`src/rtl/core/dsp_pkg.sv`:
```
`timescale 1ns / 1ps
`default_nettype none

package dsp_pkg;

  localparam logic [7:0] CH_MINUS = 8'h2D;
  localparam logic [7:0] CH_ZERO  = 8'h30;
  localparam logic [7:0] CH_NINE  = 8'h39;
  localparam logic [7:0] CH_LC_Y  = 8'h79;
  localparam logic [7:0] CH_LC_D  = 8'h64;
  localparam logic [7:0] CH_LC_H  = 8'h68;
  localparam logic [7:0] CH_LC_M  = 8'h6D;
  localparam logic [7:0] CH_LC_S  = 8'h73;
  localparam logic [7:0] CH_LC_U  = 8'h75;
  localparam logic [7:0] CH_LC_N  = 8'h6E;

  typedef enum logic [2:0] {
    ST_OK        = 3'd0,
    ST_NO_UNIT   = 3'd1,
    ST_BAD_COUNT = 3'd2,
    ST_TOO_LARGE = 3'd3,
    ST_BAD_UNIT  = 3'd4
  } status_e;

  typedef enum logic [2:0] {
    UNIT_Y  = 3'd0,
    UNIT_D  = 3'd1,
    UNIT_H  = 3'd2,
    UNIT_M  = 3'd3,
    UNIT_S  = 3'd4,
    UNIT_MS = 3'd5,
    UNIT_US = 3'd6,
    UNIT_NS = 3'd7
  } unit_e;

  typedef struct packed {
    logic  known;
    unit_e unit;
  } unit_cls_t;

  // one request from the front to the back
  typedef struct packed {
    logic        add;
    logic        last;
    logic        zero;
    logic        neg;
    unit_e       unit;
    status_e     status;
    logic [63:0] mag;
  } term_t;

  typedef struct packed {
    logic [63:0] duration;
    status_e     status;
  } result_t;

  function automatic unit_cls_t classify(input logic [7:0] first, input logic [7:0] second,
                                         input logic [1:0] len);
    unit_cls_t c;
    c.known = 1'b1;
    c.unit  = UNIT_NS;
    if (len == 2'd1) begin
      unique case (first)
        CH_LC_Y: c.unit = UNIT_Y;
        CH_LC_D: c.unit = UNIT_D;
        CH_LC_H: c.unit = UNIT_H;
        CH_LC_M: c.unit = UNIT_M;
        CH_LC_S: c.unit = UNIT_S;
        default: c.known = 1'b0;
      endcase
    end else if (len == 2'd2 && second == CH_LC_S) begin
      unique case (first)
        CH_LC_M: c.unit = UNIT_MS;
        CH_LC_U: c.unit = UNIT_US;
        CH_LC_N: c.unit = UNIT_NS;
        default: c.known = 1'b0;
      endcase
    end else begin
      c.known = 1'b0;
    end
    return c;
  endfunction

  function automatic logic [63:0] scale_of(input unit_e u);
    logic [63:0] s;
    unique case (u)
      UNIT_Y:  s = 64'd31556952000000000;
      UNIT_D:  s = 64'd86400000000000;
      UNIT_H:  s = 64'd3600000000000;
      UNIT_M:  s = 64'd60000000000;
      UNIT_S:  s = 64'd1000000000;
      UNIT_MS: s = 64'd1000000;
      UNIT_US: s = 64'd1000;
      UNIT_NS: s = 64'd1;
      default: s = 64'd1;
    endcase
    return s;
  endfunction

endpackage

`default_nettype wire

```
`src/rtl/core/dsp_back.sv`:
```
`timescale 1ns / 1ps
`default_nettype none

module dsp_back (
  input  wire logic        clk_i,
  input  wire logic        rst_ni,
  input  wire logic        term_valid_i,
  input  wire dsp_pkg::term_t term_i,
  output logic             term_pop_o,
  output logic             res_push_o,
  input  wire logic        res_full_i,
  output dsp_pkg::result_t res_o
);

  typedef struct packed {
    logic             add;
    logic             last;
    logic             zero;
    logic             neg;
    dsp_pkg::status_e status;
  } ctrl_t;

  logic        s1_v_q, s2_v_q;
  ctrl_t       s1_c_q, s2_c_q;
  logic [63:0] p_ll_q;
  logic [31:0] p_hl_q, p_lh_q;
  logic [63:0] prod_q;
  logic [63:0] total_q;

  logic        adv;
  logic [63:0] scale, m_ll, total_nx;
  logic [31:0] m_hl, m_lh;
  ctrl_t       in_c;

  // the whole pipe holds while a finished string waits for result space
  assign adv        = ~(s2_v_q & s2_c_q.last & res_full_i);
  assign term_pop_o = adv & term_valid_i;

  assign in_c.add    = term_i.add;
  assign in_c.last   = term_i.last;
  assign in_c.zero   = term_i.zero;
  assign in_c.neg    = term_i.neg;
  assign in_c.status = term_i.status;

  // product modulo 2^64 from three 32x32 partials
  assign scale = dsp_pkg::scale_of(term_i.unit);
  assign m_ll  = {32'b0, term_i.mag[31:0]} * {32'b0, scale[31:0]};
  assign m_hl  = term_i.mag[63:32] * scale[31:0];
  assign m_lh  = term_i.mag[31:0] * scale[63:32];

  always_comb begin
    total_nx = total_q;
    if (s2_c_q.add) begin
      total_nx = s2_c_q.neg ? total_q - prod_q : total_q + prod_q;
    end
  end

  assign res_push_o      = adv & s2_v_q & s2_c_q.last;
  assign res_o.duration  = (s2_c_q.zero || s2_c_q.status != dsp_pkg::ST_OK) ? 64'd0 : total_nx;
  assign res_o.status    = s2_c_q.status;

  always_ff @(posedge clk_i or negedge rst_ni) begin
    if (!rst_ni) begin
      s1_v_q  <= 1'b0;
      s2_v_q  <= 1'b0;
      total_q <= '0;
    end else if (adv) begin
      s1_v_q <= term_valid_i;
      s2_v_q <= s1_v_q;
      if (s2_v_q) begin
        total_q <= s2_c_q.last ? 64'd0 : total_nx;
      end
    end
  end

  always_ff @(posedge clk_i) begin
    if (adv) begin
      s1_c_q <= in_c;
      p_ll_q <= m_ll;
      p_hl_q <= m_hl;
      p_lh_q <= m_lh;
      s2_c_q <= s1_c_q;
      prod_q <= p_ll_q + {p_hl_q + p_lh_q, 32'b0};
    end
  end

endmodule

`default_nettype wire

```
`config.mk`:
```
export PLATFORM = sky130hd
export DESIGN_NAME = dsp_back
export DESIGN_NICKNAME = d
export VERILOG_FILES = /design/src/rtl/core/dsp_pkg.sv /design/src/rtl/core/dsp_back.sv
export SDC_FILE = /design/constraint.sdc
export NUM_CORES = 2
export LEC_CHECK = 0
export CAP_MARGIN = 30
export CORE_ASPECT_RATIO = 1.1
export CORE_MARGIN = 8
export CORE_UTILIZATION = 31
export DETAILED_ROUTE_END_ITERATION = 8
export DONT_BUFFER_PORTS = 1
export GPL_TIMING_DRIVEN = 0
export PLACE_DENSITY = 0.43
export RECOVER_POWER = 50
export SLEW_MARGIN = 10
export SYNTH_ARGS = -nofsm -noshare
export SYNTH_HDL_FRONTEND = slang
export SYNTH_SLANG_ARGS = --single-unit
```
`constraint.sdc`:
```
create_clock -name clk_i -period 16.8 [get_ports clk_i]
set_input_delay 2.52 -clock clk_i [delete_from_list [all_inputs] [get_ports clk_i]]
set_output_delay 2.52 -clock clk_i [all_outputs]
set_load 0.02 [all_outputs]
```
-- After elaboration in Yosys (flattened, before gate mapping)
Memory sizes are Yosys's and may differ from the RTL's.
Cells that the tools add are included.
W data, S select, Z words.
- $add $sub $neg: 4
- $mul: 3
- mux-type cells: 4
- bitwise logic cells: 6
- reduce and logical (&&, ||, !) cells: 3
- operators with widths (operator ; number):
    $mux W64 ; 4
    $add A64 B64 Y64 ; 2
    $mul A32 B32 Y32 ; 2
    $mul A32 B32 Y64 ; 1
    $sub A64 B64 Y64 ; 1
    $add A32 B32 Y32 ; 1
    $and A1 B1 Y1 ; 5
    $reduce_bool A3 Y1 ; 1
    $reduce_and A2 Y1 ; 1
    $logic_or A1 B1 Y1 ; 1
    $not A1 Y1 ; 1
- register bits: 272
- bits in read-only memories: 352
- input bits: 78
- output and inout bits: 69
- word-level logic and storage cells: 38
- memories: 1
- memories (name ; depth ; width ; read ports ; clocked after Yosys merged registers in ; wr ports ; line ; text):
    (no name shown) ; 8 ; 44 ; 1 ; 0 ; 0 ; dsp_pkg.sv:86 ; unique case (u)

-- Longest topological paths before layout
- depth after elaboration: 5
- gate-level depth with buffers: 35
- depth with buffers taken out: 33

-- Worst setup path after synthesis
Ideal clock, no wire load.
- path kind: input to output
- start point: in res_full_i
- end point: out term_pop_o
- data arrival time: 9.271 ns
- data required time: 14.280 ns
- path slack: 5.009 ns
- stages on the path: 2
- path buffers: 0
- cells stage by stage: nand3_1 > and2_1
- longest elaborated chain between the ends: 3
- RTL lines (element ; line ; text):
    start, declared ; dsp_back.sv:11 ; input wire logic res_full_i,
    $and A1 B1 Y1 ; dsp_back.sv:36 ; assign adv = ~(s2_v_q & s2_c_q.last & res_full_i);
    $not A1 Y1 (no source line) ; -- ;
    $and A1 B1 Y1 ; dsp_back.sv:37 ; assign term_pop_o = adv & term_valid_i;
    end, declared ; dsp_back.sv:9 ; output logic term_pop_o,
Every way passes these cells.

-- Worst setup path after layout
- start point: in term_i[67] in the netlist's numbering
- end point: reg p_ll_q[62], data pin
- longest elaborated chain between the ends: 2
- RTL lines (element ; line ; text):
    start, declared ; dsp_back.sv:8 ; input wire dsp_pkg::term_t term_i,
    $mem_v2 Z8 W44 ; -- ;
    $mul A32 B32 Y64 ; dsp_back.sv:47 ; assign m_ll = {32'b0, term_i.mag[31:0]} * {32'b0, scale[31:0]};
    via m_ll[62] ; dsp_back.sv:31 ; logic [63:0] scale, m_ll, total_nx;
    end signal, assigned ; dsp_back.sv:79 ; p_ll_q <= m_ll;
    end, declared ; dsp_back.sv:25 ; logic [63:0] p_ll_q;
The timed path passes the listed nets, and every way through them passes these cells.
A chain may end at the register's enable or synchronous reset.

==> flow_summary_export.csv <==
group,metric,value,unit
clock_tree,cts_buffers,30,
critical_path,crit_path_frequent_cell,"fa_1",
routing,first_pass_iters,6,
timing,tns,0,ns
cells_and_area,fillCellCount,23700,
synthesis,syn_inst,7578,
synthesis,synth_cell_type_count,85,
global_route,grt_pass1_wl,396,mm
synthesis,postSynthAreaPerCell,9.27,sq um
global_route,grt_use_total,0.223,
timing,final_hold_viol_count,0,
job,drv_cap,4,
routing,drt_iter0_markers,3877,
clock_tree,cts_hold_buf,0,
clock_tree,insertion_delay,0.60,ns
cells_and_area,final_common_cell,"inv_1",
routing,drc,0,
critical_path,max_stage_delay,0.78,ns
status,outcome,"complete, but fails checks",
worst_hold_path,min_path_type,"flop to flop",
routing,wl,275,mm
global_route,grt_max_degree,67,
place,portBuffers,0,
floorplan,ios,147,
place,dpl.hpwl,245,mm
synthesis,yosys_warnings,0,
timing,report.final.slew_viol_count,202,
floorplan,die_w,470,um
place,gp_congestion,0.965,
floorplan,rows,183,
clock_tree,cts_num_sinks,272,
routing,via_per_inst,4.93,
timing,worst_clock_skew,0.0238,ns
cells_and_area,drive_gt1_frac,0.0242,
synthesis,syn_area,0.0702,sq mm
global_route,grt.overflow.total,0,
cells_and_area,layoutNonFillerInstCount,10700,
critical_path,path_buf_inv,11,
clock_tree,clk_pin_slew,0.06,ns
status,violations,"max-capacitance violations, max-slew violations",
place,dp_slack,2.44,ns
critical_path,critPathTopFamily,"adder cells",
timing,setup_ws,3.02,ns
timing,whs,0.417,ns
clock_tree,root_buffer,"clkbuf_16",
global_route,antenna_found_initial,49,
synthesis,ys_seq_elements,272,
timing,slew_headroom,-0.909,
timing,fmax,72.6,MHz
cells_and_area,layout.nets,9877,
critical_path,cp.required,17.12,ns
timing,tightest_slew,2.86,ns
critical_path,crit_slowest_cell,"clkbuf_1",
timing,finalCritPeriodShare,0.820,
clock_tree,h-tree-depth,1,
timing,period_minus_slack,13.78,ns
critical_path,crit_path_max_fanout,10,
critical_path,cp-start-kind,"primary input",
floorplan,dieHeight,515,um
synthesis,ys.flop_type,"edfxtp_1",
timing,rsz0062_at_grt,"false",
clock_tree,cts_setup_buffers,0,
place,dp.cells,10600,
synthesis,synth_edf_count,206,
global_route,grt_pass1_vias,56300,
floorplan,die_area,0.242,sq mm
synthesis,syn_nets,9782,
routing,wl_per_cell,25.7,um
routing,ant_nets,0,
floorplan,initial_core_util,0.311,
critical_path,end_kind,"flop",
clock_tree,cts_tree,"done",
clock_tree,cts_resized,0,
clock_tree,cts_buffer_depth,3,
critical_path,critical_path_class,"primary input to flop",
synthesis,seq_area_frac_synth,0.112,
cells_and_area,final_cell_mix,"inv_1 (1822), fa_1 (1310), ha_1 (816)",
synthesis,async_reset_ff_frac,0.243,
floorplan,core_area,0.226,sq mm
timing,finalSetupViolCount,0,
cells_and_area,syn_to_final_growth,8.05,%
routing,vias,52700,
critical_path,crit_arrival,14.10,ns
synthesized netlist by cell type (7+ instances only):
cell / count / area, sq um
and2_1: 371 / 2320
a22o_1: 12 / 105
nand2_1: 733 / 2750
nor2_1: 248 / 931
nand2b_1: 27 / 169
mux2i_1: 28 / 280
a31o_2: 17 / 149
o21a_1: 30 / 225
o31ai_1: 19 / 143
a31oi_1: 32 / 200
nor4_1: 10 / 62.6
or3_1: 13 / 81.3
a211oi_1: 35 / 263
clkbuf_1: 266 / 998
o211ai_1: 21 / 158
a21o_1: 131 / 983
nor3_1: 64 / 320
o21ai_0: 155 / 776
nor2b_1: 49 / 307
or4_1: 7 / 52.6
or2_2: 8 / 50.1
o21ai_1: 7 / 35.0
o21bai_1: 46 / 345
a21oi_1: 267 / 1340
fa_1: 1310 / 26200
a311oi_1: 9 / 78.8
nand4_1: 24 / 150
xnor2_1: 285 / 2500
buf_1: 9 / 33.8
inv_1: 1822 / 6840
xor2_1: 99 / 867
edfxtp_1: 206 / 6190
a211o_1: 9 / 78.8
dfrtp_1: 66 / 1650
o221ai_1: 7 / 61.3
ha_1: 816 / 10200
and3_1: 150 / 938
nand3_1: 53 / 265
worst reg2reg max path, cell delays in order, from the launching register on:
cell and delay, ns:
edfxtp_1 0.40, buf_2 0.23, nand3_1 0.58, clkbuf_1 1.92, clkbuf_1 1.78, clkbuf_1 2.14
final timing paths:
check | from | endpoint | slack (ns) | cells after the start
min in group asynchronous | rst_ni | total_q[63]$_DFFE_PN0P_ | 1.62 | 0
worst min register to register | p_ll_q[14]$_DFFE_PN_ | prod_q[14]$_DFFE_PN_ | 0.42 | 0
worst min-delay path | p_ll_q[14]$_DFFE_PN_ | prod_q[14]$_DFFE_PN_ | 0.42 | 0
worst max register to register | s2_c_q[5]$_DFFE_PN_ | p_lh_q[19]$_DFFE_PN_ | 9.28 | 5
worst max-delay path | term_i[67] | p_ll_q[62]$_DFFE_PN_ | 3.02 | 35
max in group asynchronous | rst_ni | total_q[19]$_DFFE_PN0P_ | 15.06 | 0
layout make-up:
| class | count | area [sq um] | share of cell area |
|---|---|---|---|
| Clock buffer | 33 | 783 | 0.0103 |
| Sequential cell | 272 | 7840 | 0.103 |
| Timing Repair Buffer | 63 | 698 | 0.00920 |
| Clock inverter | 23 | 249 | 0.00328 |
| Multi-Input combinational cell | 5203 | 54600 | 0.720 |
| Antenna cell | 28 | 70.1 | 0.000923 |
| Tap cell | 2960 | 3700 | 0.0488 |
| Buffer | 281 | 1080 | 0.0142 |
| Inverter | 1822 | 6840 | 0.0901 |
logic make-up (layout without fill, tap and decap cells):
logic type / count (synthesis) / in the layout / synth area share
other: 0 / 28 / 0
muxes: 28 / 28 / 0.00399
and+or+nand+nor: 1787 / 1787 / 0.124
buffers and inverters: 2103 / 2222 / 0.113
xor gates and xnor gates: 385 / 385 / 0.0483
adders and majority gates: 2126 / 2126 / 0.519
AOI/OAI and AO/OA: 877 / 877 / 0.0811
DFF: 272 / 272 / 0.112
registers in the layout, summed over array words and instances, names as in the netlist:
register,flops
s2_v_q,1
p_lh_q,32
s1_v_q,1
p_ll_q,64
res_o,3
prod_q,64
total_q,64
p_hl_q,32
s1_c_q,7
s2_c_q,4
routing by layer:
metal,global-route usage,wire [um]
met1,0.289,117000
met5,0,93
met2,0.369,127000
met3,0.0448,18800
met4,0.0824,11800
per-stage QoR:
step	cell area, sq um	utilization
CTS	75900	0.336
detailed placement	74800	0.331
finish	75900	0.336
floorplan	70200	-
global route	75800	0.336
global placement	74000	0.328
Power is left out: the tool's default activity adds up to more than one toggle a clock period on the data nets, which glitch-free logic cannot reach.
