<file path="config.mk">
export PLATFORM = sky130hd
export DESIGN_NAME = dsp_front
export DESIGN_NICKNAME = d
export VERILOG_FILES = /design/src/rtl/core/dsp_pkg.sv /design/src/rtl/core/dsp_front.sv
export SDC_FILE = /design/constraint.sdc
export NUM_CORES = 1
export LEC_CHECK = 0
export BUFFER_PORTS_ARGS = -buffer_cell sky130_fd_sc_hd__buf_2
export CORE_MARGIN = 5
export CORE_UTILIZATION = 35
export CTS_CLUSTER_SIZE = 16
export DETAILED_ROUTE_END_ITERATION = 16
export PLACE_DENSITY = 0.57
export SLEW_MARGIN = 20
export SYNTH_ARGS = -nofsm -noshare
export SYNTH_HDL_FRONTEND = slang
export SYNTH_SLANG_ARGS = --single-unit
</file>
<file path="constraint.sdc">
create_clock -name clk_i -period 16.6 [get_ports clk_i]
set_input_delay 3.32 -clock clk_i [delete_from_list [all_inputs] [get_ports clk_i]]
set_output_delay 3.32 -clock clk_i [all_outputs]
set_load 0.02 [all_outputs]
</file>
<file path="src/rtl/core/dsp_pkg.sv">
`timescale 1ns / 1ps
`default_nettype none

package dsp_pkg;

  localparam logic [7:0] CH_MINUS = 8'h2D;
  localparam logic [7:0] CH_ZERO  = 8'h30;
  localparam logic [7:0] CH_NINE  = 8'h39;
  localparam logic [7:0] CH_LC_Y  = 8'h79;
  localparam logic [7:0] CH_LC_D  = 8'h64;
  localparam logic [7:0] CH_LC_H  = 8'h68;
  localparam logic [7:0] CH_LC_M  = 8'h6D;
  localparam logic [7:0] CH_LC_S  = 8'h73;
  localparam logic [7:0] CH_LC_U  = 8'h75;
  localparam logic [7:0] CH_LC_N  = 8'h6E;

  typedef enum logic [2:0] {
    ST_OK        = 3'd0,
    ST_NO_UNIT   = 3'd1,
    ST_BAD_COUNT = 3'd2,
    ST_TOO_LARGE = 3'd3,
    ST_BAD_UNIT  = 3'd4
  } status_e;

  typedef enum logic [2:0] {
    UNIT_Y  = 3'd0,
    UNIT_D  = 3'd1,
    UNIT_H  = 3'd2,
    UNIT_M  = 3'd3,
    UNIT_S  = 3'd4,
    UNIT_MS = 3'd5,
    UNIT_US = 3'd6,
    UNIT_NS = 3'd7
  } unit_e;

  typedef struct packed {
    logic  known;
    unit_e unit;
  } unit_cls_t;

  // one request from the front to the back
  typedef struct packed {
    logic        add;
    logic        last;
    logic        zero;
    logic        neg;
    unit_e       unit;
    status_e     status;
    logic [63:0] mag;
  } term_t;

  typedef struct packed {
    logic [63:0] duration;
    status_e     status;
  } result_t;

  function automatic unit_cls_t classify(input logic [7:0] first, input logic [7:0] second,
                                         input logic [1:0] len);
    unit_cls_t c;
    c.known = 1'b1;
    c.unit  = UNIT_NS;
    if (len == 2'd1) begin
      unique case (first)
        CH_LC_Y: c.unit = UNIT_Y;
        CH_LC_D: c.unit = UNIT_D;
        CH_LC_H: c.unit = UNIT_H;
        CH_LC_M: c.unit = UNIT_M;
        CH_LC_S: c.unit = UNIT_S;
        default: c.known = 1'b0;
      endcase
    end else if (len == 2'd2 && second == CH_LC_S) begin
      unique case (first)
        CH_LC_M: c.unit = UNIT_MS;
        CH_LC_U: c.unit = UNIT_US;
        CH_LC_N: c.unit = UNIT_NS;
        default: c.known = 1'b0;
      endcase
    end else begin
      c.known = 1'b0;
    end
    return c;
  endfunction

  function automatic logic [63:0] scale_of(input unit_e u);
    logic [63:0] s;
    unique case (u)
      UNIT_Y:  s = 64'd31556952000000000;
      UNIT_D:  s = 64'd86400000000000;
      UNIT_H:  s = 64'd3600000000000;
      UNIT_M:  s = 64'd60000000000;
      UNIT_S:  s = 64'd1000000000;
      UNIT_MS: s = 64'd1000000;
      UNIT_US: s = 64'd1000;
      UNIT_NS: s = 64'd1;
      default: s = 64'd1;
    endcase
    return s;
  endfunction

endpackage

`default_nettype wire

</file>
<file path="src/rtl/core/dsp_front.sv">
`timescale 1ns / 1ps
`default_nettype none

module dsp_front (
  input  wire logic        clk_i,
  input  wire logic        rst_ni,
  input  wire logic        push_i,
  input  wire logic        full_i,
  input  wire logic [7:0]  char_code_i,
  input  wire logic        last_i,
  input  wire logic        empty_req_i,
  output logic             term_push_o,
  output dsp_pkg::term_t   term_o
);

  typedef enum logic [3:0] {
    PH_START  = 4'b0001,
    PH_MINUS  = 4'b0010,
    PH_DIGITS = 4'b0100,
    PH_UNIT   = 4'b1000
  } phase_e;

  localparam logic [67:0] LIMIT_POS = 68'h0_7FFF_FFFF_FFFF_FFFF;
  localparam logic [67:0] LIMIT_NEG = 68'h0_8000_0000_0000_0000;

  phase_e           phase_q, phase_d;
  logic             neg_q, neg_d;
  logic [63:0]      mag_q, mag_d;
  logic             ovf_q, ovf_d;
  logic [7:0]       u1_q, u1_d, u2_q, u2_d;
  logic [1:0]       ulen_q, ulen_d;
  dsp_pkg::status_e err_q, err_d;

  logic             accept, is_digit, emit;
  logic [3:0]       digit;
  logic [67:0]      grown;
  dsp_pkg::unit_cls_t cls_cur;

  assign accept   = push_i & ~full_i;
  assign is_digit = (char_code_i >= dsp_pkg::CH_ZERO) && (char_code_i <= dsp_pkg::CH_NINE);
  assign digit    = 4'(char_code_i - dsp_pkg::CH_ZERO);
  // magnitude * 10 + digit, wide enough never to wrap
  assign grown    = ({4'b0, mag_q} << 3) + ({4'b0, mag_q} << 1) + {64'b0, digit};
  assign cls_cur  = dsp_pkg::classify(u1_q, u2_q, ulen_q);

  always_comb begin
    dsp_pkg::unit_cls_t cls_fin;
    logic clr;
    cls_fin = '0;
    clr     = 1'b0;
    emit    = 1'b0;
    phase_d = phase_q;
    neg_d   = neg_q;
    mag_d   = mag_q;
    ovf_d   = ovf_q;
    u1_d    = u1_q;
    u2_d    = u2_q;
    ulen_d  = ulen_q;
    err_d   = err_q;
    term_o.add    = 1'b0;
    term_o.last   = 1'b0;
    term_o.zero   = 1'b0;
    term_o.neg    = neg_q;
    term_o.unit   = dsp_pkg::UNIT_NS;
    term_o.status = dsp_pkg::ST_OK;
    term_o.mag    = mag_q;

    if (empty_req_i) begin
      term_o.last = 1'b1;
      term_o.zero = 1'b1;
      emit        = 1'b1;
      clr         = 1'b1;
    end else begin
      if (err_q == dsp_pkg::ST_OK) begin
        unique case (phase_q)
          PH_START: begin
            if (is_digit) begin
              phase_d = PH_DIGITS;
              mag_d   = {60'b0, digit};
            end else if (char_code_i == dsp_pkg::CH_MINUS) begin
              neg_d   = 1'b1;
              phase_d = PH_MINUS;
            end else begin
              err_d = dsp_pkg::ST_BAD_COUNT;
            end
          end
          PH_MINUS: begin
            if (is_digit) begin
              phase_d = PH_DIGITS;
              mag_d   = {60'b0, digit};
            end else begin
              err_d = dsp_pkg::ST_BAD_COUNT;
            end
          end
          PH_DIGITS: begin
            if (is_digit) begin
              if (!ovf_q) begin
                if (grown > (neg_q ? LIMIT_NEG : LIMIT_POS)) begin
                  ovf_d = 1'b1;
                end else begin
                  mag_d = grown[63:0];
                end
              end
            end else if (ovf_q) begin
              err_d = dsp_pkg::ST_TOO_LARGE;
            end else begin
              phase_d = PH_UNIT;
              u1_d    = char_code_i;
              u2_d    = 8'h00;
              ulen_d  = 2'd1;
            end
          end
          PH_UNIT: begin
            if (is_digit) begin
              if (!cls_cur.known) begin
                err_d = dsp_pkg::ST_BAD_UNIT;
              end else begin
                // finished term goes to the back, a new one starts here
                term_o.add  = 1'b1;
                term_o.unit = cls_cur.unit;
                emit        = 1'b1;
                phase_d     = PH_DIGITS;
                neg_d       = 1'b0;
                ovf_d       = 1'b0;
                u1_d        = 8'h00;
                u2_d        = 8'h00;
                ulen_d      = 2'd0;
                mag_d       = {60'b0, digit};
              end
            end else begin
              if (ulen_q == 2'd1) begin
                u2_d = char_code_i;
              end
              if (ulen_q != 2'd3) begin
                ulen_d = ulen_q + 2'd1;
              end
            end
          end
          default: phase_d = PH_START;
        endcase
      end

      if (last_i) begin
        if (err_d == dsp_pkg::ST_OK) begin
          unique case (phase_d) inside
            PH_START, PH_MINUS: err_d = dsp_pkg::ST_BAD_COUNT;
            PH_DIGITS:          err_d = dsp_pkg::ST_NO_UNIT;
            PH_UNIT: begin
              cls_fin = dsp_pkg::classify(u1_d, u2_d, ulen_d);
              if (!cls_fin.known) begin
                err_d = dsp_pkg::ST_BAD_UNIT;
              end
            end
            default: err_d = dsp_pkg::ST_BAD_COUNT;
          endcase
        end
        term_o.last   = 1'b1;
        term_o.status = err_d;
        term_o.add    = (err_d == dsp_pkg::ST_OK);
        term_o.unit   = cls_fin.unit;
        term_o.neg    = neg_d;
        term_o.mag    = mag_d;
        emit          = 1'b1;
        clr           = 1'b1;
      end
    end

    if (clr) begin
      phase_d = PH_START;
      neg_d   = 1'b0;
      mag_d   = '0;
      ovf_d   = 1'b0;
      u1_d    = 8'h00;
      u2_d    = 8'h00;
      ulen_d  = 2'd0;
      err_d   = dsp_pkg::ST_OK;
    end
  end

  assign term_push_o = accept & emit;

  always_ff @(posedge clk_i or negedge rst_ni) begin
    if (!rst_ni) begin
      phase_q <= PH_START;
      neg_q   <= 1'b0;
      mag_q   <= '0;
      ovf_q   <= 1'b0;
      u1_q    <= 8'h00;
      u2_q    <= 8'h00;
      ulen_q  <= 2'd0;
      err_q   <= dsp_pkg::ST_OK;
    end else if (accept) begin
      phase_q <= phase_d;
      neg_q   <= neg_d;
      mag_q   <= mag_d;
      ovf_q   <= ovf_d;
      u1_q    <= u1_d;
      u2_q    <= u2_d;
      ulen_q  <= ulen_d;
      err_q   <= err_d;
    end
  end

endmodule

`default_nettype wire

</file>
Word level (Yosys, flattened, before mapping) --
Cells that the tools add are included.
Storage, ports and cells: bits in registers 91, bits in latches 0, bits in writable memories 0, bits in read-only memories 0, bits of input ports 14, output and inout port bits 75, logic and storage cells 190, memories 0
Operators by class: add/subtract/negate cells 4, $mul 0, divide/modulo/power cells 0, magnitude comparators 3, eq/ne operators 32, shift operators 0, muxes and demuxes 125, bitwise logic cells 3, reduce and logical (&&, ||, !) cells 15
Operator list (number):
- 64-bit two-way mux | 10
- 64-bit case mux with 3 select lines | 1
- 71-bit two-way mux | 2
- 8-bit two-way mux | 17
- 8-bit by 7-bit equality test with 1-bit output (second input constant) | 16
- 3-bit two-way mux | 24
- 67-bit by 65-bit adder with 68-bit output | 1
- 68-bit by 4-bit adder with 68-bit output | 1
- 68-bit by 64-bit greater-than comparator with 1-bit output | 1
- 4-bit two-way mux | 17
- 1-bit two-way mux | 32
- 8-bit case mux with 2 select lines | 2
- 3-bit case mux with 5 select lines | 2
- 2-bit two-way mux | 10
- 4-bit case mux with 4 select lines | 1
- 2-bit case mux with 2 select lines | 3
- 3-bit case mux with 4 select lines | 1
- 5-bit OR reduction | 2
- 3-bit zero test | 3
- 3-bit inequality test (second input constant) | 3
- 4-bit by 3-bit equality test with 1-bit output (second input constant) | 2
- 4-bit equality test (second input constant) | 2
- 8-bit by 6-bit equality test with 1-bit output (second input constant) | 1
- 8-bit by 6-bit greater-or-equal comparator with 1-bit output (second input constant) | 1
- 20 further kinds | 27

Logic depth before layout (Yosys ltp) --
word-level depth 27, depth in mapped cells 28, mapped depth without buffers 27

Least setup slack after synthesis --
OpenSTA, ideal clock, no wires.
path kind in2out, start input port char_code_i[3], end output port term_o[3] (netlist name), arrival time 9.339 ns, data required time 13.280 ns, slack 3.941 ns, stages 25, buffers on the path 0, cells stage by stage fa_1 > inv_1 > fa_1 > nand2b_1 > a21oi_1 > or3b_1 > a21oi_1 > a2111oi_0 > or2_2 > a31oi_1 > o21a_1 > o21ai_0 > xnor2_1 > inv_1 > ha_1 > nand4_1 > nor4_1 > and4_1 > o31a_1 > a2111o_1 > a211o_1 > nor4_4 > nand4_1 > mux2_2 > o31ai_1
RTL lines:
- start, declared | RTL line dsp_front.sv:9 | input wire logic [7:0] char_code_i,
- end, declared | RTL line dsp_front.sv:13 | output dsp_pkg::term_t term_o

==> results.sh <==
export IMPL_seqPwrFrac_pct=44.4
export IMPL_cts_max_path_buffers=2
export IMPL_setup_ws_ns=2.09
export IMPL_antenna_found_initial=0
export IMPL_synthTopCellsByArea="ha_1 20%, dfrtp_1 19%, a22o_1 9.2%"
export IMPL_drive_gt1_share_pct=10.6
export IMPL_core_area_sq_mm=0.0333
export IMPL_min_path_cells=1
export IMPL_cts_sinks=91
export IMPL_synth_top_family_by_area="compound AO/OA/AOI/OAI gates"
export IMPL_critPathKind="input port to output pin"
export IMPL_synth_fp_nets=1600
export IMPL_seqCellArea_sq_mm=0.00228
export IMPL_worst_setup_path_start_kind="input port"
export IMPL_first_pass_iters=5
export IMPL_max_freq_ghz=0.0689
export IMPL_status="finished clean"
export IMPL_yosysTopAreaCellShare_pct=20.4
export IMPL_dieHeight_um=193
export IMPL_wl_um=37200
export IMPL_hold_end="u1_q[7]"
export IMPL_worst_hold_path_type="flop to flop"
export IMPL_yosysTopAreaCell="ha_1"
export IMPL_final_cells=1873
export IMPL_finalCritPeriodShare_pct=87.4
export IMPL_pwr_density_cell_mw_per_mm2=39.5
export IMPL_netSwitchingFraction_pct=27.0
export IMPL_ff2ff_path_depth=26
export IMPL_diodes=0
export IMPL_drv_slew=0
export IMPL_rsz0062_at_grt="no"
export IMPL_htree_levels=3
export IMPL_fin_tns_setup_ns=0
export IMPL_cp_arrival_ns=11.19
export IMPL_ff2ff_setup_slack_ns=8.69
export IMPL_max_cap_violations=0
export IMPL_cts_repair_resized=0
export IMPL_synthCells=1393
export IMPL_synthArstFlopShare_pct=100
export IMPL_holdCritStartpoint="u1_q[7]"
export IMPL_synth_seq_cells=91
export IMPL_dp_cells=1857
export IMPL_syn_to_final_growth_pct=8.82
export IMPL_numCtsBuffers=9
export IMPL_synth_xor_area_share_pct=4.94
export IMPL_r2r_start="mag_q[0]"
export IMPL_critPathRequiredTime_ns=13.28
export IMPL_ir_drop_mv=0.0455
export IMPL_place_gp_congestion=0.945
export IMPL_setup_viol=0
export IMPL_leakagePower_nw=6.37
export IMPL_clockRootBuffer="clkbuf_16"
export IMPL_syn_area_per_cell_sq_um=8.40
export IMPL_worst_setup_path_end_kind="output pin"
export IMPL_switching_power_w=0.000136
export IMPL_p_int_w=0.000367
export IMPL_overflow=0
export IMPL_ys_flop_type="dfrtp_1"
export IMPL_finalNetCount=1627
export IMPL_synth_compound_area_share_pct=32.9
export IMPL_wl_per_cell_um=19.9
export IMPL_rows=67
export IMPL_hold_viol=0
export IMPL_vias=11200
export IMPL_fill_cells=3449
export IMPL_synthMuxAreaShare_pct=0.438
export IMPL_power_clock_fraction_pct=46.4
export IMPL_drt_vias_per_instance=5.96
export IMPL_tightestPinTransition_ns=1.01
export IMPL_drc=0
export IMPL_initial_utilization_pct=35.2
export IMPL_synth_lib_cells_used_distinct=86
export IMPL_clk_pin_slew_ns=0.07
export IMPL_grt_max_degree=61
export IMPL_first_global_vias=10900
export IMPL_whs_ns=0.527
export IMPL_cts_setup_buffers=0
export IMPL_portBuffers=88
export IMPL_grt_pass1_wl_um=59900
export IMPL_yosys_warnings=0
export IMPL_finalClockSkew_ns=0.0100
export IMPL_rr_endpoint="mag_q[10]"
export IMPL_synth_edf_count=0
export IMPL_p_comb_share_pct=9.1
export IMPL_die_area_sq_mm=0.0372
export IMPL_dpl_worst_slack_ns=1.99
export IMPL_antenna_left=0
export IMPL_ys_seq_area_share_pct=19.5
export IMPL_die_w_um=193
export IMPL_insertion_delay_ns=0.37
export IMPL_cts_tree="done"
export IMPL_drtIter0Drc=818
export IMPL_multi_input_comb_area_sq_mm=0.00891
export IMPL_cts_hold_fix_buffers=0
export IMPL_post_route_min_period_ns=14.51
export IMPL_synth_simple_gate_area_share_pct=17.0
export IMPL_io_pin_count=89
export IMPL_path_max_fanout=50
export IMPL_syn_cell_area_sq_mm=0.0117
export IMPL_slew_headroom_pct=32.6
export IMPL_dp_hpwl_um=29200
export IMPL_power_w=0.000503
export IMPL_track_usage_pct=19.9
export IMPL_synthAdderAreaFrac_pct=20.8
## layout by cell type, fill, tap and decap left out, drive strengths merged, types with 9 or more instances in the layout
cell type	netlist	layout
a211oi	11	11
a21o	32	32
a21oi	118	118
a22o	123	123
a31o	9	9
a31oi	17	17
a32o	11	11
and2	12	12
and3	10	10
buf	28	100
clkbuf	56	10
dfrtp	90	90
ha	191	191
inv	35	36
nand2	95	95
nand2b	12	12
nand3	30	30
nand4	40	40
nor2	80	80
nor2b	10	10
nor3	34	34
nor4	16	16
o211ai	16	16
o21a	13	13
o21ai	82	82
o21bai	14	14
o22ai	10	10
xnor2	38	38
xor2	28	28
## power groups by stage
stage / registers (W) / logic [W] / clock network (W)
CTS: 0.000223 / 0.0000460 / 0.000240
finish: 0.000223 / 0.0000460 / 0.000233
detailed placement: 0.000228 / 0.0000459 / 0
global placement: 0.000228 / 0.0000454 / 0
global route: 0.000223 / 0.0000510 / 0.000246
floorplan: 0.000227 / 0.0000266 / 0
## worst max-delay path, cell delays in order
cell and delay [ns]:
buf_2 0.18, fa_1 0.58, inv_1 0.06, fa_1 0.46
nand2b_1 0.18, a21oi_1 0.23, or3b_1 0.16, a21oi_1 0.12
a2111oi_1 0.75, or2_2 0.28, a31oi_1 0.13, o21a_1 0.26
o21ai_0 0.22, xnor2_1 0.19, inv_1 0.08, ha_1 0.30
nand4_1 0.16, nor4_1 0.58, and4_1 0.31, a31oi_1 0.11
a211o_1 0.31, nor4_4 0.39, o2111ai_4 0.26, a211oi_2 0.44
nand2_2 0.23, buf_4 0.37, a22o_1 0.34, buf_2 0.16
## cell families after synthesis
logic type | count (synthesis)
flops | 91
buf+inv | 120
mux | 5
simple gates | 381
xor+xnor | 66
fa+ha+maj | 193
compound gates | 537
## area by class of cell
type	instances	share of cell area, %
clock buffer	10	1.80
clock inverter	6	0.698
timing repair buffer	100	4.19
inverter	36	1.06
tap	448	4.40
sequential	91	17.9
multi-input combinational	1182	70.0
## sequential cells by signal (all words and copies together), names as in the netlist
| signal | cells |
|---|---|
| ulen_q | 2 |
| phase_q | 4 |
| neg_q | 1 |
| ovf_q | 1 |
| u1_q | 8 |
| u2_q | 8 |
| mag_q | 64 |
| err_q | 3 |
## metrics by stage
stage | util, % | instance area [sq um]
floorplan | - | 11700
global placement | 37.3 | 12400
detailed placement | 37.3 | 12400
CTS | 38.3 | 12700
global route | 38.3 | 12700
finish | 38.3 | 12700
## routing by layer
layer	routed length, um	up-vias	global-route usage, %
met4	601	0	4.64
met3	1780	39	2.46
met2	17100	300	32.7
met5	0	-	0
li1	-	5472	-
met1	17700	5346	27.9
## cells in the mapped netlist, types with 8 or more instances
cell type and count:
ha_1 191, a22o_1 123, a21oi_1 117, nand2_1 95, dfrtp_1 90, nor2_1 80, o21ai_0 77, clkbuf_1 55
nand4_1 40, xnor2_1 38, inv_1 35, nor3_1 34, a21o_1 32, nand3_1 30, xor2_1 28, buf_2 18
a31oi_1 17, o211ai_1 16, o21bai_1 14, nor4_1 13, o21a_1 13, nand2b_1 12, a32o_1 11, and2_1 11
a211oi_1 10, and3_1 9, nor2b_1 9, o22ai_1 9, a221oi_1 8, and4_1 8, o31ai_1 8
## how the worst max path moves through the flow
stage | startpoint | endpoint | cells after the start
2_1_floorplan | char_code_i[3] | term_o[3] | 25
3_3_place_gp | char_code_i[3] | term_o[13] | 28
3_5_place_dp | char_code_i[3] | term_o[13] | 28
4_1_cts | char_code_i[3] | term_o[12] | 28
5_1_grt | char_code_i[3] | term_o[10] | 28
6_report | char_code_i[3] | term_o[10] | 28
(Power assumes the default switching activity.)
