$ cat src/rtl/core/dsp_fifo.sv
`timescale 1ns / 1ps
`default_nettype none

module dsp_fifo #(
  parameter int WIDTH = 8,
  parameter int DEPTH = 4
) (
  input  wire logic             clk_i,
  input  wire logic             rst_ni,
  input  wire logic             push_i,
  input  wire logic [WIDTH-1:0] data_i,
  output logic                  full_o,
  input  wire logic             pop_i,
  output logic [WIDTH-1:0]      data_o,
  output logic                  empty_o
);

  localparam int PW = (DEPTH > 1) ? $clog2(DEPTH) : 1;
  localparam int CW = $clog2(DEPTH + 1);
  localparam logic [PW-1:0] LAST_PTR = PW'(DEPTH - 1);
  localparam logic [CW-1:0] FULL_CNT = CW'(DEPTH);

  logic [WIDTH-1:0] mem_q [DEPTH];
  logic [PW-1:0]    wr_ptr_q, wr_ptr_d, rd_ptr_q, rd_ptr_d;
  logic [CW-1:0]    cnt_q, cnt_d;
  logic             do_push, do_pop;

  assign full_o  = (cnt_q == FULL_CNT);
  assign empty_o = (cnt_q == '0);
  assign do_push = push_i & ~full_o;
  assign do_pop  = pop_i & ~empty_o;
  assign data_o  = mem_q[rd_ptr_q];

  always_comb begin
    wr_ptr_d = wr_ptr_q;
    rd_ptr_d = rd_ptr_q;
    cnt_d    = cnt_q;
    if (do_push) begin
      wr_ptr_d = (wr_ptr_q == LAST_PTR) ? '0 : wr_ptr_q + PW'(1);
    end
    if (do_pop) begin
      rd_ptr_d = (rd_ptr_q == LAST_PTR) ? '0 : rd_ptr_q + PW'(1);
    end
    if (do_push && !do_pop) begin
      cnt_d = cnt_q + CW'(1);
    end else if (do_pop && !do_push) begin
      cnt_d = cnt_q - CW'(1);
    end
  end

  always_ff @(posedge clk_i or negedge rst_ni) begin
    if (!rst_ni) begin
      wr_ptr_q <= '0;
      rd_ptr_q <= '0;
      cnt_q    <= '0;
    end else begin
      wr_ptr_q <= wr_ptr_d;
      rd_ptr_q <= rd_ptr_d;
      cnt_q    <= cnt_d;
    end
  end

  always_ff @(posedge clk_i) begin
    if (do_push) begin
      mem_q[wr_ptr_q] <= data_i;
    end
  end

endmodule

`default_nettype wire

$ cat config.mk
export PLATFORM = sky130hd
export DESIGN_NAME = dsp_fifo
export DESIGN_NICKNAME = d
export VERILOG_FILES = /design/src/rtl/core/dsp_fifo.sv
export SDC_FILE = /design/constraint.sdc
export NUM_CORES = 1
export LEC_CHECK = 0
export BUFFER_PORTS_ARGS = -buffer_cell sky130_fd_sc_hd__buf_4
export CORE_MARGIN = 2
export CORE_UTILIZATION = 55
export CTS_CLUSTER_DIAMETER = 30
export DETAILED_ROUTE_END_ITERATION = 10
export GPL_ROUTABILITY_DRIVEN = 1
export PLACE_DENSITY = 0.77
export SYNTH_ARGS = -nofsm -noshare
export SYNTH_HDL_FRONTEND = slang
export SYNTH_SLANG_ARGS = --single-unit
$ cat constraint.sdc
create_clock -name clk_i -period 2.46 [get_ports clk_i]
set_input_delay 0.492 -clock clk_i [delete_from_list [all_inputs] [get_ports clk_i]]
set_output_delay 0.492 -clock clk_i [all_outputs]
set_load 0.005 [all_outputs]
After elaboration in Yosys (flattened, before gate mapping)
Memories as Yosys holds them, arrays and structs flattened.
Cells that the tools add are included.
- register bits: 7
- latch bits: 0
- bits in writable memories: 32
- ROM bits: 0
- input bits: 12
- output and inout bits: 10
- logic and storage cells: 27
- memories kept: 1
- add/subtract/negate cells: 4
- multiply operators: 0
- divide/modulo/power cells: 0
- $lt $le $gt $ge: 0
- equal/unequal tests: 3
- shift operators: 0
- mux-type cells: 6
- bitwise logic cells: 4
- reductions and logical operators: 6
- memories (name ; words ; width ; rd ports ; clocked after memory_dff ; write ports ; line ; RTL):
    mem_q ; 4 ; 8 ; 1 ; 0 ; 1 ; 23 ; logic [WIDTH-1:0] mem_q [DEPTH];
- operators by type and width (cell ; number):
    $mux W3 ; 2
    $add A2 B1 Y2 const B ; 2
    $eq A2 B2 Y1 const B ; 2
    $mux W2 ; 2
    $add A3 B1 Y3 const B ; 1
    $eq A3 B3 Y1 const B ; 1
    $logic_not A3 Y1 ; 1
    $sub A3 B1 Y3 const B ; 1
    $and A1 B1 Y1 ; 2
    $logic_and A1 B1 Y1 ; 2
    $logic_not A1 Y1 ; 2
    $mux W1 ; 2
    $not A1 Y1 ; 2
    $reduce_bool A2 Y1 ; 1

Longest topological paths before layout
Gate-level depths: netlist of run 1.
- depth in word-level cells: 7
- depth in mapped cells: 9
- gate-level depth less buffers: 8

Worst setup path after synthesis of run 1
Ideal clock, no wire load.
- kind: register -> register
- start: reg cnt_q[0]
- end: reg cnt_q[2]
- setup time: 79 ps
- arrival: 1859 ps
- required time: 2381 ps
- path slack: 522 ps
- stages on the path, launching flop included: 9
- buffers on the path: 0
- clock period less this slack: 1938 ps
- path through: dfrtp_1 -> nor3_1 -> nand2b_4 -> ha_1 -> inv_1 -> fa_1 -> xor2_1 -> nor2_1 -> xor2_1
- cells in the longest elaborated chain, start to end: 6
- elaborated cells between the ends (all ways): 15
- those cells by class: 2 x add/sub; 1 x eq/ne; 2 x mux; 4 x bitwise; 6 x reduce/logical
- RTL lines (item ; line ; RTL):
    start, declared ; 25 ; logic [CW-1:0] cnt_q, cnt_d;
    start signal, assigned ; 59 ; cnt_q <= cnt_d;
    $logic_not A3 Y1 (*) ; 29 ; assign empty_o = (cnt_q == '0);
    via empty_o ; 15 ; output logic empty_o
    $not A1 Y1 (*) ; 31 ; assign do_pop = pop_i & ~empty_o;
    $and A1 B1 Y1 (*) ; 31 ;
    $logic_not A1 Y1 ; 44 ; if (do_push && !do_pop) begin
    $logic_and A1 B1 Y1 ; 44 ;
    $mux W3 / $reduce_bool A2 Y1 (equally long branches) ; - ;
The timed path passes the listed nets; every way through them passes the cells marked *. The select of a mux whose other input is x is not followed.
A chain may end at the register's enable or synchronous reset.

Worst setup path in the final report of run 1
- start: reg rd_ptr_q[0]
- end: out data_o[1]
- cells in the longest elaborated chain, start to end: 1
- RTL lines (item ; line ; RTL):
    start, declared ; 24 ; logic [PW-1:0] wr_ptr_q, wr_ptr_d, rd_ptr_q, rd_ptr_d;
    start signal, assigned ; 58 ; rd_ptr_q <= rd_ptr_d;
    $mem_v2 Z4 W8 ; - ;
    end, declared ; 14 ; output logic [WIDTH-1:0] data_o,
No other way between the ends.

==> results of run 1 <==
==> per-layer routing <==
metal	global-route usage (%)	part of all wire (%)	up-vias
met5	0	0	-
met4	7.973	1.2	0
met3	7.366	6.1	2
met2	24.24	50	24
met1	20.41	43	384
li1	-	-	355
==> synthesized netlist by cell type <==
cell | n | area share [%]
dfrtp_1 | 7 | 11
nor2_1 | 3 | 0.69
mux2_2 | 3 | 2.1
mux4_2 | 8 | 11
xor2_1 | 2 | 1.1
nor2b_2 | 1 | 0.54
buf_2 | 1 | 0.31
xnor2_1 | 1 | 0.54
nor3_1 | 1 | 0.31
and2_2 | 4 | 1.9
fa_1 | 1 | 1.2
nand2b_4 | 1 | 0.85
ha_1 | 6 | 4.6
mux2_4 | 2 | 1.9
inv_1 | 3 | 0.69
edfxtp_1 | 32 | 59
buf_6 | 1 | 0.69
nor3b_4 | 1 | 1.2
buf_1 | 1 | 0.23
==> logic make-up (layout without fill, tap and decap cells) <==
family,count (synthesis),in the layout,synth area share [%]
muxes,13,13,15.06
xor gates and xnor gates,3,3,1.622
adders and majority gates,7,7,5.869
buffers and inverters,6,33,1.930
DFF,39,39,70.12
and+or+nand+nor,11,11,5.405
==> flip-flops by register name, summed over array words and instances (netlist names) <==
name / flops
cnt_q: 3
mem_q: 32
rd_ptr_q: 2
wr_ptr_q: 2
==> per-stage QoR <==
stage | cell area (um^2) | util, % | power, uW | setup slack, ps
6_report | 1857 | 66.76 | 2062 | 175.4
3_3_place_gp | 1797 | 64.60 | 1739 | 416.2
5_1_grt | 1857 | 66.76 | 2185 | 52.68
2_1_floorplan | 1620 | - | 1506 | 521.6
4_1_cts | 1857 | 66.76 | 2086 | 130.1
3_5_place_dp | 1797 | 64.60 | 1786 | 385.4
==> area by class of cell <==
cell class | instances | area, um^2
clock buffer | 7 | 45.04
clock inverter | 1 | 5.005
fill | 178 | 924.6
inverter | 3 | 11.26
multi-input combinational | 34 | 452.9
sequential | 39 | 1136
tap | 31 | 38.79
timing repair buffer | 22 | 167.7
==> cells in the final DEF, fill, tap and decap left out, drive strengths merged <==
cell type	count
and2	4
buf	21
clkbuf	7
clkinv	1
dfrtp	7
dlygate4sd3	1
edfxtp	32
fa	1
ha	6
inv	3
mux2	5
mux4	8
nand2b	1
nor2	3
nor2b	1
nor3	1
nor3b	1
xnor2	1
xor2	2
==> power by group through the flow <==
stage	clock network [uW]	registers (uW)	logic, uW
2_1_floorplan	0	977	530
3_3_place_gp	0	1060	680
3_5_place_dp	0	1070	719
4_1_cts	310	1050	722
5_1_grt	334	1080	774
6_report	304	1050	707
==> worst max path at each step <==
stage,start,to,depth (start not counted)
2_1_floorplan,cnt_q[0],cnt_q[2],8
3_3_place_gp,push_i,cnt_q[2],8
3_5_place_dp,push_i,cnt_q[2],8
4_1_cts,rd_ptr_q[0],data_o[1],2
5_1_grt,rd_ptr_q[0],data_o[1],2
6_report,rd_ptr_q[0],data_o[1],2
==> timing repair <==
| action | in CTS | in global routing |
|---|---|---|
| hold buffers | 1 | 0 |
| endpoints found under the setup margin | 0 | 0 |
| endpoints found under the hold margin | 7 | 0 |
| resized for setup | 0 | 0 |
==> flow_summary.json, run 1 <==
{
  "syn_avg_cell_area_um2": 20.51,
  "via_count": 765,
  "power.density_nw_per_um2": 1110,
  "yosysWarnings": 0,
  "p_clk_share_pct": 14.8,
  "power.internal_uw": 1447,
  "htreeDepth": 2,
  "grt-ovfl-total": 0,
  "grt_max_degree": 12,
  "comb_power_share_pct": 34.3,
  "r2r-end": "cnt_q[2]",
  "core_area_um2": 2781,
  "max_freq_ghz": 0.4377,
  "maxSlewViolCount": 0,
  "drtIter0Drc": 10,
  "dr.pass1.iters": 4,
  "synth_cell_type_count": 19,
  "switching_share_pct": 29.83,
  "viasPerCell": 5.584,
  "grtUsageTotal_pct": 16.31,
  "drc": 0,
  "finalHoldViolations": 0,
  "setup_viol": 0,
  "grt_pass1_wl_um": 3753,
  "numCtsBuffers": 5,
  "portBuffers": 21,
  "hold-worst-slack_ps": 344.5,
  "start_util_pct": 58.25,
  "start_kind": "register",
  "worst-path-max-fanout": 11,
  "layout-drive-gt1-share_pct": 44.34,
  "fin_cells": 137,
  "maxCapViolCount": 0,
  "ioPinCount": 22,
  "placed_cells": 128,
  "cp_cell_sequence": "mux4_2 > buf_4",
  "die_area_um2": 3396,
  "fin_crit_ps": 2285,
  "syn-num-nets": 98,
  "ys_ff_latch": 39,
  "r2r_start": "cnt_q[2]",
  "diodes": 0,
  "routed_wl_um": 2375,
  "fp.dieH_um": 58.28,
  "grt_pass1_vias": 778,
  "switchingPower_uw": 615.1,
  "insertion_delay_ps": 340,
  "grt_antenna_before_repair": 0,
  "fin_skew_ps": 6.613,
  "clk_pin_slew_worst_paths_ps": 110,
  "clock-sinks": 39,
  "final.period_utilization_pct": 92.87,
  "worstHoldStart": "data_i[6]",
  "cts_root_buf": "clkbuf_4",
  "path_buf_inv": 1,
  "cts_buffer_depth": 2,
  "cp-end-kind": "primary output",
  "r2r_cells": 8,
  "row_count": 19,
  "grt_setup_unrepaired": "false",
  "synth_sequential_area_ratio_pct": 70.12,
  "min_to": "mem_q[2][6]",
  "slew_headroom_pct": 62.35,
  "tightest_slew_ps": 564.7,
  "syn_area_um2": 1620,
  "netlist_instances": 79,
  "peakVddDrop_mv": 0.8210,
  "critPathRequiredTime_ps": 1970,
  "cts_setup_buffers": 0,
  "timing.setup.tns_ps": 0,
  "areaGrowthSynthToFinish_pct": 14.59,
  "fin_nets": 124,
  "r2r_setup_slack_ps": 350,
  "leakage_uw": 0.0007038,
  "gp_congestion": 0.6587,
  "cpPeakStageDelay_ps": 710,
  "slowest_stage": "dfrtp_1",
  "whs_path_depth": 1,
  "antenna_left": 0,
  "power.share.sequential_pct": 51.0,
  "holdCritPathClass": "input port to register",
  "status": "complete, no violations",
  "crit_family": "flip-flops",
  "path_class": "register to primary output",
  "die_w_um": 58.28,
  "crit_arrival_ps": 1790,
  "wl_per_cell_um": 17.34,
  "cts_tree": "built"
}
Power figures use the tool's default switching activity.
==> run 2: changes to the inputs <==
--- a/config.mk
+++ b/config.mk
@@ -6,7 +6,7 @@
 export NUM_CORES = 1
 export LEC_CHECK = 0
 export BUFFER_PORTS_ARGS = -buffer_cell sky130_fd_sc_hd__buf_4
-export CORE_MARGIN = 2
+export CORE_MARGIN = 1.5
 export CORE_UTILIZATION = 55
 export CTS_CLUSTER_DIAMETER = 30
 export DETAILED_ROUTE_END_ITERATION = 10
==> constraint.sdc (replaced) <==
create_clock -name clk_i -period 2.46 [get_ports clk_i]
set_input_delay 0.492 -clock clk_i [delete_from_list [all_inputs] [get_ports clk_i]]
set_output_delay 0.492 -clock clk_i [all_outputs]
set_load 0.02 [all_outputs]
==> run 2 against run 1 <==
Net effect:
- via count decreased by 0.92%
- maximum frequency decreased by 1.2%
- first-iteration DRC count increased by 40%
- critical path type unchanged
- critical endpoint is now data_o[7]
- largest cell class unchanged
==> flow_summary.json, run 2 (synthesis gave the netlist of run 1 again) <==
{
  "r2r_setup_slack_ps": 430,
  "antenna_left": 0,
  "routed_wl_um": 2359,
  "cts_root_buf": "clkbuf_4",
  "grt_pass1_wl_um": 3870,
  "clk_pin_slew_worst_paths_ps": 110,
  "portBuffers": 21,
  "row_count": 19,
  "placed_cells": 128,
  "final_cell_mix": "edfxtp_1, buf_4, mux4_2, dfrtp_1, ha_1",
  "final_core_util_pct": 66.71,
  "final_common_cell": "edfxtp_1",
  "core_area_um2": 2781,
  "start_util_pct": 58.25,
  "maxCapViolCount": 0,
  "use_met1_pct": 20.91,
  "grt_antenna_before_repair": 0,
  "drtIter0Drc": 14,
  "cts_tree": "built",
  "insertion_delay_ps": 340,
  "layout-drive-gt1-share_pct": 43.40,
  "power.density_nw_per_um2": 1168,
  "holdCritPathClass": "input port to register",
  "fin_skew_ps": 13.75,
  "largest_reg_flops": 32,
  "numCtsBuffers": 5,
  "start_kind": "register",
  "grt_setup_unrepaired": "false",
  "hold_buffers": 1,
  "final.period_utilization_pct": 93.97,
  "crit_arrival_ps": 1820,
  "ioPinCount": 22,
  "cp-end-kind": "primary output",
  "setup_viol": 0,
  "use_met2_pct": 26.27,
  "fin_nets": 124,
  "cts_buffer_depth": 2,
  "viasPerCell": 5.533,
  "wl_per_cell_um": 17.22,
  "grtUsageTotal_pct": 16.84,
  "slew_headroom_pct": 61.51,
  "max_freq_ghz": 0.4326,
  "grt_max_degree": 12,
  "top_usage_layer": "met2",
  "diodes": 0,
  "critPathRequiredTime_ps": 1970,
  "regMostFlops": "mem_q",
  "fillers": 192,
  "gp_congestion": 0.6241,
  "status": "complete, no violations",
  "tightest_slew_ps": 577.4,
  "finalHoldViolations": 0,
  "timing.setup.tns_ps": 0,
  "fin_cells": 137,
  "maxSlewViolCount": 0,
  "leakage_uw": 0.0007019,
  "fin_area_um2": 1856,
  "htreeDepth": 2,
  "largest_registers": "mem_q: 32 flops, cnt_q: 3 flops",
  "drc": 0,
  "grt_use_met3_pct": 5.215,
  "cts_resized": 0,
  "path_class": "register to primary output",
  "fin_crit_ps": 2312,
  "cpPeakStageDelay_ps": 720,
  "areaGrowthSynthToFinish_pct": 14.52,
  "dp_hpwl_um": 1625,
  "grt-ovfl-total": 0,
  "cts_setup_buffers": 0,
  "die_area_um2": 3280,
  "peakVddDrop_mv": 0.8385,
  "die_w_um": 57.28,
  "slowest_stage": "dfrtp_1",
  "dr.pass1.iters": 4,
  "worst-path-max-fanout": 11,
  "grt_pass1_vias": 810,
  "via_count": 758,
  "clock-sinks": 39,
  "placed_area_um2": 1797,
  "cp_cell_sequence": "mux4_2 > buf_4",
  "fp.dieH_um": 57.28
}
==> run 2: final timing paths <==
path	cells past startpoint	startpoint	endpoint
worst max-delay path	2	rd_ptr_q[0]	data_o[7]
worst min-delay path	1	data_i[1]	mem_q[0][1]
worst max register to register	8	cnt_q[0]	cnt_q[2]
worst min register to register	1	cnt_q[2]	cnt_q[2]
max in group asynchronous	2	rst_ni	wr_ptr_q[0]
min in group asynchronous	2	rst_ni	cnt_q[1]
==> run 2: cell type report <==
| class | count | area [um^2] | share of cell area, % |
|---|---|---|---|
| Clock buffer | 6 | 41.29 | 2.225 |
| Inverter | 3 | 11.26 | 0.6069 |
| Clock inverter | 2 | 7.507 | 0.4046 |
| Multi-Input combinational cell | 34 | 452.9 | 24.41 |
| Tap cell | 31 | 38.79 | 2.090 |
| Sequential cell | 39 | 1136 | 61.23 |
| Timing Repair Buffer | 22 | 167.7 | 9.036 |
==> run 2: critical path: cells and delay by family (launching register included) <==
kind | cells | cell delay (ps)
DFF | 1 | 720
muxes | 1 | 590
buffers and inverters | 1 | 170
==> run 2: per-stage QoR <==
stage | total power [uW] | hold slack [ps] | worst slack, ps
final | 2168 | 337.5 | 148.3
after global routing | 2300 | 327.5 | 21.78
after CTS | 2193 | 335.8 | 102.3
after detailed placement | 1904 | 310.5 | 424.6
after global placement | 1870 | 311.9 | 482.9
after floorplan | 1628 | 196.4 | 147.3
==> run 2: routing by layer <==
metal	up-vias	wire, um
li1	350	-
met1	381	991
met2	20	1191
met3	7	106
met4	0	68
met5	-	0
==> run 2: power breakdown <==
part / total [uW] / switching, uW / internal, uW
Combinational: 816 / 368 / 448
Clock: 298 / 192 / 106
Sequential: 1050 / 161 / 893
Total: 2170 / 721 / 1450
==> run 3: changes to the inputs <==
--- a/config.mk
+++ b/config.mk
@@ -7,11 +7,11 @@
 export LEC_CHECK = 0
 export BUFFER_PORTS_ARGS = -buffer_cell sky130_fd_sc_hd__buf_4
 export CORE_MARGIN = 1.5
-export CORE_UTILIZATION = 55
+export CORE_UTILIZATION = 41
 export CTS_CLUSTER_DIAMETER = 30
 export DETAILED_ROUTE_END_ITERATION = 10
 export GPL_ROUTABILITY_DRIVEN = 1
-export PLACE_DENSITY = 0.77
 export SYNTH_ARGS = -nofsm -noshare
 export SYNTH_HDL_FRONTEND = slang
 export SYNTH_SLANG_ARGS = --single-unit
+export TNS_END_PERCENT = 30
==> run 3 against run 2 <==
Net effect:
- sequential share of layout area fell by 2.8 points
- setup slack better by 40 ps
- maximum frequency increased by 1.8%
- total power grew 10%
- critical path type unchanged
- largest cell class unchanged
- largest power group unchanged
- highest routed layer unchanged
==> flow_summary.json, run 3 (synthesis gave the netlist of run 1 again) <==
{
  "r2r_setup_slack_ps": 370,
  "r2r_start": "cnt_q[2]",
  "dp_hpwl_um": 1554,
  "fin_nets": 124,
  "gp_congestion": 0.6782,
  "final.period_utilization_pct": 92.34,
  "htreeDepth": 2,
  "crit_arrival_ps": 1780,
  "core_area_um2": 3716,
  "start_kind": "register",
  "tightest_slew_ps": 615.3,
  "largest_registers": "mem_q: 32 flops, cnt_q: 3 flops",
  "grt_pass1_wl_um": 3739,
  "cts_tree": "built",
  "row_count": 22,
  "p_clk_share_pct": 22.2,
  "grt_antenna_before_repair": 0,
  "startpoint": "rd_ptr_q[0]",
  "finalHoldViolations": 0,
  "die_area_um2": 4338,
  "power.share.sequential_pct": 44.0,
  "worstHoldStart": "data_i[2]",
  "cpPeakStageDelay_ps": 740,
  "regMostFlops": "mem_q",
  "maxCapViolCount": 0,
  "slowest_stage": "dfrtp_1",
  "dr.pass1.iters": 3,
  "timing.setup.tns_ps": 0,
  "grtUsageTotal_pct": 12.44,
  "whs_path_depth": 1,
  "switchingPower_uw": 728.4,
  "start_util_pct": 43.60,
  "cp_cell_sequence": "mux4_2 > buf_4",
  "numCtsBuffers": 5,
  "holdCritPathClass": "input port to register",
  "totalPowerFinal_uw": 2394,
  "viasPerCell": 4.760,
  "grt_pass1_vias": 824,
  "path_buf_inv": 1,
  "r2r_cells": 8,
  "crit_family": "flip-flops",
  "path_class": "register to primary output",
  "power.density_nw_per_um2": 1230,
  "cp-end-kind": "primary output",
  "clk_pin_slew_worst_paths_ps": 70,
  "via_count": 733,
  "switching_share_pct": 30.43,
  "fillers": 319,
  "clock-sinks": 39,
  "drc": 0,
  "maxSlewViolCount": 0,
  "drtIter0Drc": 35,
  "largest_reg_flops": 32,
  "peakVddDrop_mv": 0.5098,
  "diodes": 0,
  "insertion_delay_ps": 280,
  "max_freq_ghz": 0.4402,
  "grt_setup_unrepaired": "false",
  "fin_skew_ps": 4.898,
  "cts_root_buf": "clkbuf_8",
  "min_to": "mem_q[1][2]",
  "layout-drive-gt1-share_pct": 46.23,
  "comb_power_share_pct": 33.8,
  "ioPinCount": 22,
  "critPathRequiredTime_ps": 1970,
  "r2r-end": "cnt_q[2]",
  "leakage_uw": 0.0007357,
  "setup_viol": 0,
  "slew_headroom_pct": 58.98,
  "portBuffers": 21,
  "final_common_cell": "edfxtp_1",
  "routed_wl_um": 2306,
  "power.internal_uw": 1665,
  "final_cell_mix": "edfxtp_1, buf_4, mux4_2, dfrtp_1",
  "wl_per_cell_um": 14.97,
  "status": "complete, no violations",
  "grt_max_degree": 13,
  "fp.dieH_um": 65.87,
  "fin_crit_ps": 2272,
  "areaGrowthSynthToFinish_pct": 20.08,
  "cts_buffer_depth": 2,
  "antenna_left": 0,
  "die_w_um": 65.87,
  "grt-ovfl-total": 0,
  "worst-path-max-fanout": 11,
  "cts_setup_buffers": 0
}
run 3: changes by cell type in the layout (fill, tap and decap cells not counted), sizes merged:
cell,previous run,this run
bufinv,0,1
clkinv,2,1
run 3: layout make-up:
class,instances,area (um^2),area share (%)
sequential,39,1136,58.39
multi-input combinational,34,452.9,23.28
timing repair buffer,22,167.7,8.617
clock buffer,6,82.58,4.244
tap,48,60.06,3.087
clock inverter,2,35.03,1.801
inverter,3,11.26,0.5788
run 3: timing repair:
action | in CTS | in global routing
hold endpoints to repair | 0 | 7
endpoints found under the setup margin | 0 | 0
hold buffers | 0 | 1
resized for setup | 0 | 0
run 3: worst max-delay path by stage:
stage,endpoint,cells past startpoint
floorplan,cnt_q[2],8
global placement,cnt_q[2],8
detailed placement,cnt_q[2],8
CTS,data_o[5],2
global route,data_o[5],2
finish,data_o[5],2
run 3: power by group through the flow:
stage               Sequential (uW)  Clock, uW  Combinational [uW]
floorplan                       977          0                 651
global route                   1090        575                 888
CTS                            1060        548                 825
finish                         1050        531                 810
global placement               1070          0                 815
detailed placement             1080          0                 826
run 3: per-layer routing:
layer  part of all wire (%)  wire (um)  track usage [%]
met5                      0          0                0
met4                    1.1         25            5.469
met3                    2.7         63            5.111
met2                     52       1197            19.44
met1                     44       1019            15.11
run 3: through the flow:
step	hold WS (ps)	setup slack [ps]	instances	util (%)	cell area, um^2
floorplan	196.4	147.3	79	-	1620
global placement	310.5	429.6	145	48.92	1818
detailed placement	311.7	368.0	145	48.92	1818
CTS	3.664	135.2	153	52.09	1936
global route	393.3	61.25	154	52.36	1946
finish	410.9	188.4	154	52.36	1946
